## config.mk

```make
export PLATFORM = sky130hd
export DESIGN_NAME = process_table_priority_scheduler
export DESIGN_NICKNAME = d
export VERILOG_FILES = /design/src/rtl/ptps_pkg.sv /design/src/rtl/ptps_table.sv /design/src/rtl/process_table_priority_scheduler.sv
export SDC_FILE = /design/constraint.sdc
export NUM_CORES = 2
export LEC_CHECK = 0
export BUFFER_PORTS_ARGS = -buffer_cell sky130_fd_sc_hd__buf_2
export CAP_MARGIN = 20
export CORE_MARGIN = 3
export CORE_UTILIZATION = 50
export CTS_CLUSTER_SIZE = 30
export DETAILED_ROUTE_END_ITERATION = 16
export GPL_TIMING_DRIVEN = 0
export PLACE_DENSITY = 0.68
export SETUP_SLACK_MARGIN = 0.2
export SYNTH_ARGS = -nofsm -noshare
export SYNTH_HDL_FRONTEND = slang
export SYNTH_SLANG_ARGS = --single-unit
```

## constraint.sdc

```tcl
create_clock -name clk -period 5.5 [get_ports clk]
set_input_delay 0.55 -clock clk [delete_from_list [all_inputs] [get_ports clk]]
set_output_delay 0.55 -clock clk [all_outputs]
set_load 0.03 [all_outputs]
```

## src/rtl/ptps_pkg.sv

```systemverilog
package ptps_pkg;

  localparam int SLOTS  = 64;
  localparam int SLOT_W = $clog2(SLOTS);

  localparam logic [7:0] QUANTUM_RST = 8'd10;
  localparam logic [31:0] PID_RST    = 32'd1;

  typedef enum logic [1:0] {
    ST_UNUSED   = 2'd0,
    ST_RUNNABLE = 2'd1,
    ST_RUNNING  = 2'd2,
    ST_ZOMBIE   = 2'd3
  } slot_state_t;

  typedef enum logic [1:0] {
    ACT_ALLOC  = 2'd0,
    ACT_EXIT   = 2'd1,
    ACT_SCHED  = 2'd2,
    ACT_UPDATE = 2'd3
  } action_t;

  typedef enum logic [1:0] {
    STAT_OK   = 2'd0,
    STAT_FULL = 2'd1,
    STAT_NONE = 2'd2
  } status_t;

  typedef enum logic [2:0] {
    S_IDLE,
    S_ALLOC,
    S_EXIT_WB,
    S_UPD_WB,
    S_SCHED,
    S_SCHED_END,
    S_SCHED_WB
  } fsm_t;

  typedef struct packed {
    slot_state_t st;
    logic [7:0]  prio;
    logic [31:0] pid;
  } entry_t;

  typedef struct packed {
    logic              en;
    logic [SLOT_W-1:0] addr;
    entry_t            data;
  } tbl_wr_t;

  typedef struct packed {
    logic              en;
    logic [SLOT_W-1:0] addr;
  } tbl_clr_t;

endpackage

```

## src/rtl/ptps_table.sv

```systemverilog
module ptps_table (
  input  logic                       clk,
  input  logic                       rst_n,
  input  ptps_pkg::tbl_wr_t          wr,
  input  ptps_pkg::tbl_clr_t         clr,
  input  logic [ptps_pkg::SLOT_W-1:0] rd_addr,
  output ptps_pkg::entry_t           rd_entry,
  input  logic [ptps_pkg::SLOT_W-1:0] probe_addr,
  output logic                       probe_used
);
  import ptps_pkg::*;

  entry_t             mem [SLOTS];
  entry_t             rd_data_r;
  logic               rd_ok_r;
  logic [SLOTS-1:0]   valid_r;

  always_ff @(posedge clk) begin
    if (wr.en) begin
      mem[wr.addr] <= wr.data;
    end
    rd_data_r <= mem[rd_addr];
  end

  always_ff @(posedge clk) begin
    if (!rst_n) begin
      valid_r <= '0;
      rd_ok_r <= 1'b0;
    end else begin
      rd_ok_r <= valid_r[rd_addr];
      if (wr.en) begin
        valid_r[wr.addr] <= 1'b1;
      end
      if (clr.en) begin
        valid_r[clr.addr] <= 1'b0;
      end
    end
  end

  assign rd_entry   = rd_ok_r ? rd_data_r : '0;
  assign probe_used = valid_r[probe_addr];

endmodule

```

## src/rtl/process_table_priority_scheduler.sv

```systemverilog
// Process table scheduler. Pulse start with busy low to issue one action; the result
// appears for exactly one cycle with out_valid high and cannot be held off, so the
// receiver must take it then. Exit and update pass through a write-back state; exit
// without a current process and update of a slot beyond the table answer straight from idle.
// Alloc walks the slots from the lowest and answers in the cycle after it finds the
// first free slot. Schedule walks every slot through the table's single read port,
// one slot per cycle, then passes S_SCHED_END and S_SCHED_WB. The table needs no
// clearing pass after reset. cfg_time_quantum is taken only while busy is low and no
// action is being issued; cfg_ready shows when.
module process_table_priority_scheduler (
  input  logic        clk,
  input  logic        rst_n,
  input  logic        start,
  output logic        busy,
  input  logic [1:0]  in_action,
  input  logic [5:0]  in_slot,
  input  logic [7:0]  in_priority_req,
  output logic        out_valid,
  output logic [1:0]  out_status,
  output logic [5:0]  out_slot_out,
  output logic [31:0] out_pid_out,
  output logic        out_switched,
  input  logic        cfg_valid,
  output logic        cfg_ready,
  input  logic [7:0]  cfg_time_quantum
);
  import ptps_pkg::*;

  localparam logic [SLOT_W-1:0] LAST_IDX = SLOT_W'(SLOTS - 1);

  fsm_t              state_r, state_nxt;
  logic [SLOT_W-1:0] idx_r, idx_nxt;
  logic              chk_v_r, chk_v_nxt;
  logic [SLOT_W-1:0] chk_idx_r, chk_idx_nxt;
  logic              have_r, have_nxt;
  logic [SLOT_W-1:0] cand_r, cand_nxt;
  logic [7:0]        cand_prio_r, cand_prio_nxt;
  logic [31:0]       cand_pid_r, cand_pid_nxt;
  logic [SLOT_W-1:0] cur_slot_r, cur_slot_nxt;
  logic              cur_valid_r, cur_valid_nxt;
  logic [31:0]       next_pid_r, next_pid_nxt;
  logic [7:0]        quantum_r;
  logic [SLOT_W-1:0] op_slot_r, op_slot_nxt;
  logic [7:0]        op_prio_r, op_prio_nxt;

  logic              out_valid_r, out_valid_nxt;
  status_t           out_status_r, out_status_nxt;
  logic [5:0]        out_slot_r, out_slot_nxt;
  logic [31:0]       out_pid_r, out_pid_nxt;
  logic              out_sw_r, out_sw_nxt;

  tbl_wr_t           wr;
  tbl_clr_t          clr;
  logic [SLOT_W-1:0] rd_addr;
  entry_t            rd_entry;
  logic              probe_used;

  action_t           act;
  logic [SLOT_W-1:0] in_idx;
  logic              in_out_of_range;
  slot_state_t       upd_st;

  ptps_table u_table (
    .clk        (clk),
    .rst_n      (rst_n),
    .wr         (wr),
    .clr        (clr),
    .rd_addr    (rd_addr),
    .rd_entry   (rd_entry),
    .probe_addr (idx_r),
    .probe_used (probe_used)
  );

  assign act             = action_t'(in_action);
  assign in_idx          = SLOT_W'(in_slot);
  assign in_out_of_range = (9'(in_slot) >= 9'(SLOTS));
  assign upd_st          = (rd_entry.st == ST_RUNNING) ? ST_RUNNABLE : rd_entry.st;

  always_ff @(posedge clk) begin
    if (!rst_n) begin
      state_r     <= S_IDLE;
      chk_v_r     <= 1'b0;
      cur_slot_r  <= '0;
      cur_valid_r <= 1'b0;
      next_pid_r  <= PID_RST;
      quantum_r   <= QUANTUM_RST;
      out_valid_r <= 1'b0;
    end else begin
      state_r     <= state_nxt;
      chk_v_r     <= chk_v_nxt;
      cur_slot_r  <= cur_slot_nxt;
      cur_valid_r <= cur_valid_nxt;
      next_pid_r  <= next_pid_nxt;
      out_valid_r <= out_valid_nxt;
      if (cfg_valid && cfg_ready) begin
        quantum_r <= cfg_time_quantum;
      end
    end
  end

  always_ff @(posedge clk) begin
    idx_r        <= idx_nxt;
    chk_idx_r    <= chk_idx_nxt;
    have_r       <= have_nxt;
    cand_r       <= cand_nxt;
    cand_prio_r  <= cand_prio_nxt;
    cand_pid_r   <= cand_pid_nxt;
    op_slot_r    <= op_slot_nxt;
    op_prio_r    <= op_prio_nxt;
    out_status_r <= out_status_nxt;
    out_slot_r   <= out_slot_nxt;
    out_pid_r    <= out_pid_nxt;
    out_sw_r     <= out_sw_nxt;
  end

  always_comb begin
    state_nxt      = state_r;
    idx_nxt        = idx_r;
    chk_v_nxt      = 1'b0;
    chk_idx_nxt    = idx_r;
    have_nxt       = have_r;
    cand_nxt       = cand_r;
    cand_prio_nxt  = cand_prio_r;
    cand_pid_nxt   = cand_pid_r;
    cur_slot_nxt   = cur_slot_r;
    cur_valid_nxt  = cur_valid_r;
    next_pid_nxt   = next_pid_r;
    op_slot_nxt    = op_slot_r;
    op_prio_nxt    = op_prio_r;
    out_valid_nxt  = 1'b0;
    out_status_nxt = STAT_OK;
    out_slot_nxt   = '0;
    out_pid_nxt    = '0;
    out_sw_nxt     = 1'b0;
    wr             = '0;
    clr.en         = 1'b0;
    clr.addr       = chk_idx_r;
    rd_addr        = idx_r;

    // scan stage: weigh the slot read last cycle, release zombies
    if (chk_v_r) begin
      priority if (rd_entry.st == ST_RUNNABLE) begin
        if (!have_r || (rd_entry.prio > cand_prio_r) ||
            ((rd_entry.prio == cand_prio_r) && cur_valid_r &&
             (cand_r == cur_slot_r) && (chk_idx_r != cur_slot_r))) begin
          have_nxt      = 1'b1;
          cand_nxt      = chk_idx_r;
          cand_prio_nxt = rd_entry.prio;
          cand_pid_nxt  = rd_entry.pid;
        end
      end else if (rd_entry.st == ST_ZOMBIE) begin
        clr.en        = 1'b1;
        cur_valid_nxt = 1'b0;
      end
    end

    unique case (state_r)
      S_IDLE: begin
        rd_addr = (act == ACT_UPDATE) ? in_idx : cur_slot_r;
        if (start) begin
          unique case (act)
            ACT_ALLOC: begin
              idx_nxt   = '0;
              state_nxt = S_ALLOC;
            end
            ACT_EXIT: begin
              if (!cur_valid_r) begin
                out_valid_nxt  = 1'b1;
                out_status_nxt = STAT_NONE;
              end else begin
                state_nxt = S_EXIT_WB;
              end
            end
            ACT_SCHED: begin
              idx_nxt   = '0;
              have_nxt  = 1'b0;
              state_nxt = S_SCHED;
            end
            ACT_UPDATE: begin
              if (in_out_of_range) begin
                out_valid_nxt = 1'b1;
                out_slot_nxt  = in_slot;
              end else begin
                op_slot_nxt = in_idx;
                op_prio_nxt = in_priority_req;
                state_nxt   = S_UPD_WB;
              end
            end
          endcase
        end
      end

      S_ALLOC: begin
        if (!probe_used) begin
          wr.en          = 1'b1;
          wr.addr        = idx_r;
          wr.data.st     = ST_RUNNABLE;
          wr.data.prio   = quantum_r;
          wr.data.pid    = next_pid_r;
          next_pid_nxt   = next_pid_r + 32'd1;
          out_valid_nxt  = 1'b1;
          out_slot_nxt   = 6'(idx_r);
          out_pid_nxt    = next_pid_r;
          state_nxt      = S_IDLE;
        end else if (idx_r == LAST_IDX) begin
          out_valid_nxt  = 1'b1;
          out_status_nxt = STAT_FULL;
          state_nxt      = S_IDLE;
        end else begin
          idx_nxt = idx_r + 1'b1;
        end
      end

      S_EXIT_WB: begin
        wr.en         = 1'b1;
        wr.addr       = cur_slot_r;
        wr.data       = rd_entry;
        wr.data.st    = ST_ZOMBIE;
        out_valid_nxt = 1'b1;
        out_slot_nxt  = 6'(cur_slot_r);
        out_pid_nxt   = rd_entry.pid;
        state_nxt     = S_IDLE;
      end

      S_UPD_WB: begin
        wr.en         = (rd_entry.st != ST_UNUSED);
        wr.addr       = op_slot_r;
        wr.data.st    = upd_st;
        wr.data.prio  = op_prio_r;
        wr.data.pid   = rd_entry.pid;
        out_valid_nxt = 1'b1;
        out_slot_nxt  = 6'(op_slot_r);
        out_pid_nxt   = rd_entry.pid;
        state_nxt     = S_IDLE;
      end

      S_SCHED: begin
        chk_v_nxt   = 1'b1;
        chk_idx_nxt = idx_r;
        if (idx_r == LAST_IDX) begin
          state_nxt = S_SCHED_END;
        end else begin
          idx_nxt = idx_r + 1'b1;
        end
      end

      S_SCHED_END: begin
        state_nxt = S_SCHED_WB;
      end

      S_SCHED_WB: begin
        out_valid_nxt = 1'b1;
        state_nxt     = S_IDLE;
        if (!have_r) begin
          out_status_nxt = STAT_NONE;
        end else begin
          wr.en         = 1'b1;
          wr.addr       = cand_r;
          wr.data.st    = ST_RUNNING;
          wr.data.prio  = quantum_r;
          wr.data.pid   = cand_pid_r;
          cur_slot_nxt  = cand_r;
          cur_valid_nxt = 1'b1;
          out_slot_nxt  = 6'(cand_r);
          out_pid_nxt   = cand_pid_r;
          out_sw_nxt    = !cur_valid_r || (cur_slot_r != cand_r);
        end
      end

      default: begin
        state_nxt = S_IDLE;
      end
    endcase
  end

  assign busy         = (state_r != S_IDLE);
  assign cfg_ready    = !busy && !start;
  assign out_valid    = out_valid_r;
  assign out_status   = out_status_r;
  assign out_slot_out = out_slot_r;
  assign out_pid_out  = out_pid_r;
  assign out_switched = out_sw_r;

endmodule

```

==> impl_results.md <==
- Syn Inst Count: around 5400
- Final ANT Viol Nets: 0
- Vias in the first global route: between 50000 and 60000
- Non-filler cells, final: a little over 9000
- DR pass1 iterations: 7
- Worst Setup End Kind: flip-flop
- Share of layout cells above drive strength 1: between 20% and 30%
- Critical path type: flip-flop to flip-flop
- Initial drt markers: about 7700
- Post-synthesis sequential area ratio: 75.1%
- Grt total ovfl: 0
- Placed insts: approximately 8700
- Maximum VDD drop: 0.000230 V
- Inserted Clock Buffers: about 320
- Total power: roughly 50000 uW
- Number of flops mapped to enable cells by yosys: roughly 2800
- Initial Util: about 51%
- Syn nets: approximately 5400
- Final hold vios: 0
- Max cap viols: 0
- Flops & latches, synth: between 2000 and 3000
- Max stage delay on crit path: around 0.93 ns
- Synth area leaders: edfxtp_1 (72%), mux4_2 (13%), mux2i_1 (6.0%)
- Arr. time, crit path: between 5 and 6 ns
- Hold Crit Class: primary input to flip-flop
- Share of async-settable or async-resettable flops after synthesis: 0%
- Final setup vio count: 0
- Mapped Area: around 120000 um2
- # IOs: slightly above 70
- Mapped Avg Cell Area: roughly 21 um2
- Slew HR: 13.0%
- Area leader, netlist: edfxtp_1
- Via Count: between 50000 and 60000
- CP max-delay cell: o41ai_4
- Drt wl/cell: about 33 um
- Die area: approximately 240000 um2
- Maximum buffer depth of the clock tree: 4
- Power Density: around 370 nW/um2
- Clock-pin slew on the worst setup and hold paths: about 0.06 ns
- CTS tree: done
- Synth warn: 0
- Setup_tns: 0 ns
- Final worst path period share: a little over nine tenths
- Die height: 487 um
- Worst skew pair latency: between 0.9 and 1 ns
- RD Place Congestion: a little over 0.9
- IO Port Bufs: roughly 70
- Most frequent CP cell: and2_1
- DRC: 0
- Cell depth of the worst flop-to-flop path: 10
- Post-synth top area share: 71.5%
- Core area: ~230000 um2
- Req. time, crit path: just over 6 ns
- CTS Root Cell: clkbuf_16
- H-tree depth: 5
- FMAX: 0.189 GHz
- Final wirelength: about 300 mm
- Commonest non-fill, non-tap cell in the layout: edfxtp_1
- Leak: 0.0426 uW
- TritonCTS Sinks: 2961
- CP Launch Type: flip-flop
- Initial antenna violation count: 18
- Final net count: roughly 6000
- Worst path cell trace: and2_1 -> buf_2 -> a22oi_1 -> a211oi_2 -> o41ai_4 -> and2_1 -> clkbuf_2 -> clkbuf_1 -> o21ai_4 -> buf_12
- Final Skew: about 0.053 ns
- Status: completed
- Synth Flop Type: edfxtp_1
- Die Span X: between 400 and 500 um
- Worst Hold Depth: 3
- Rows: approximately 180
- Largest net degree at the start of global routing: 65
- RSZ-0062 raised after global routing: no
- Post-DP HPWL: roughly 200 mm
- Final slew viol count: 0
- Layout Utilization: 58.9%
- Worst slew pin tran: 1.29 ns
- Final min period: 5.30 ns
- Vias/cell: between 6 and 7
- Most frequent cells in the layout: edfxtp_1 (2754), mux2i_1 (693), mux4_2 (689), clkbuf_16 (323), dfxtp_1 (207)
- Area Overhead vs Synth: 16.5%
- Netlist cell types: between 70 and 80
- CP Max Fanout: 33
- First-pass GRT wire length: 431 mm
- Global Route Usage Sum: between 20% and 30%
-- routing by layer --
layer	vias to the layer above	track usage, %	wire length [um]
li1	23700	-	-
met1	30900	36.5	119000
met2	3143	39.3	142000
met3	557	5.34	29200
met4	0	9.68	11700
met5	-	0	0
-- per-stage QoR --
stage / worst slack, ns / hold WS [ns] / instance area, um2
floorplan: 0.0425 / 0.343 / 116000
global placement: -5.00 / 0.348 / 120000
detailed placement: -0.280 / 0.350 / 125000
CTS: 0.251 / 0.000588 / 135000
global route: 0.207 / 0.0553 / 135000
finish: 0.205 / 0.0534 / 135000
-- synth_stat cells (9+ instances only) --
master,number
ha_1,15
nand4_1,15
nor2b_1,12
mux4_2,689
nand3_1,33
nand2_1,113
o221a_1,41
and2_1,71
inv_1,45
edfxtp_1,2754
nor3_2,14
buf_2,109
clkbuf_1,102
xnor2_1,39
nor2_2,19
o21ai_0,53
nor2_1,60
and3_1,10
a21oi_1,20
mux2i_1,693
o221a_2,24
a21boi_0,15
buf_1,63
a22oi_1,47
dfxtp_1,207
buf_4,9
-- final timing paths --
path | from | to | slack (ns)
max | chk_idx_nxt[1]$_SDFFCE_PN0P_ | u_table.mem[55][20]$_DFFE_PP_ | 0.20
min | cfg_valid | quantum_r[0]$_SDFFE_PN0P_ | 0.05
max reg2reg | chk_idx_nxt[1]$_SDFFCE_PN0P_ | u_table.mem[55][20]$_DFFE_PP_ | 0.20
min reg2reg | chk_idx_nxt[5]$_SDFFCE_PN0P_ | chk_idx_r[5]$_DFF_P_ | 0.36
-- logic make-up after synthesis --
kind of cell,share of synthesized area (%)
xor gates and xnor gates,0.333
muxes,19.4
and+or+nand+nor,1.94
AOI/OAI and AO/OA,1.72
DFF,75.1
adders and majority gates,0.162
buffers and inverters,1.29
-- power by group --
group          total (uW)  switching [uW]  internal [uW]
clock               20100            8390          11700
combinational        5490            3410           2080
sequential          24700            90.9          24600
total               50300           11900          38400
-- cell type report --
| class | count | area [um2] |
|---|---|---|
| clock inverters | 145 | 1100 |
| fillers | 16100 | 93900 |
| inverters | 46 | 173 |
| diodes | 12 | 30.0 |
| well taps | 3009 | 3760 |
| clock buffers | 405 | 8570 |
| multi-input cells | 2084 | 28000 |
| flip-flops and latches | 2961 | 86800 |
| plain buffers | 291 | 1330 |
| repair buffers | 297 | 4890 |
-- worst max-delay path, delay by kind of cell (launching register included) --
family,cells,cell delay (ns)
AO/OA/AOI/OAI,4,1.90
buffers and inverters,4,1.72
flip-flops,1,0.53
AND/OR/NAND/NOR,2,0.76
-- repair_timing --
item | 4_1_cts | 5_1_grt
endpoints found under the hold margin | 23 | 0
gates resized for setup | 1 | 4
buffers inserted | 0 | 1
hold buffers | 27 | 0
pin swaps | 0 | 1
setup endpoints to repair | 216 | 18
-- flip-flops by register name (all words and copies together), names as in the netlist, 2 cells and up --
name / count
chk_idx_r: 6
quantum_r: 8
out_slot_out: 6
chk_idx_nxt: 6
cand_r: 6
u_table.mem: 2688
out_pid_out: 32
cur_slot_r: 6
cand_pid_r: 32
u_table.rd_data_r: 42
op_prio_r: 8
state_r: 3
op_slot_r: 6
u_table.valid_r: 64
out_status: 2
next_pid_r: 32
cand_prio_r: 8
Note: power is estimated with default switching activity, not from simulation.
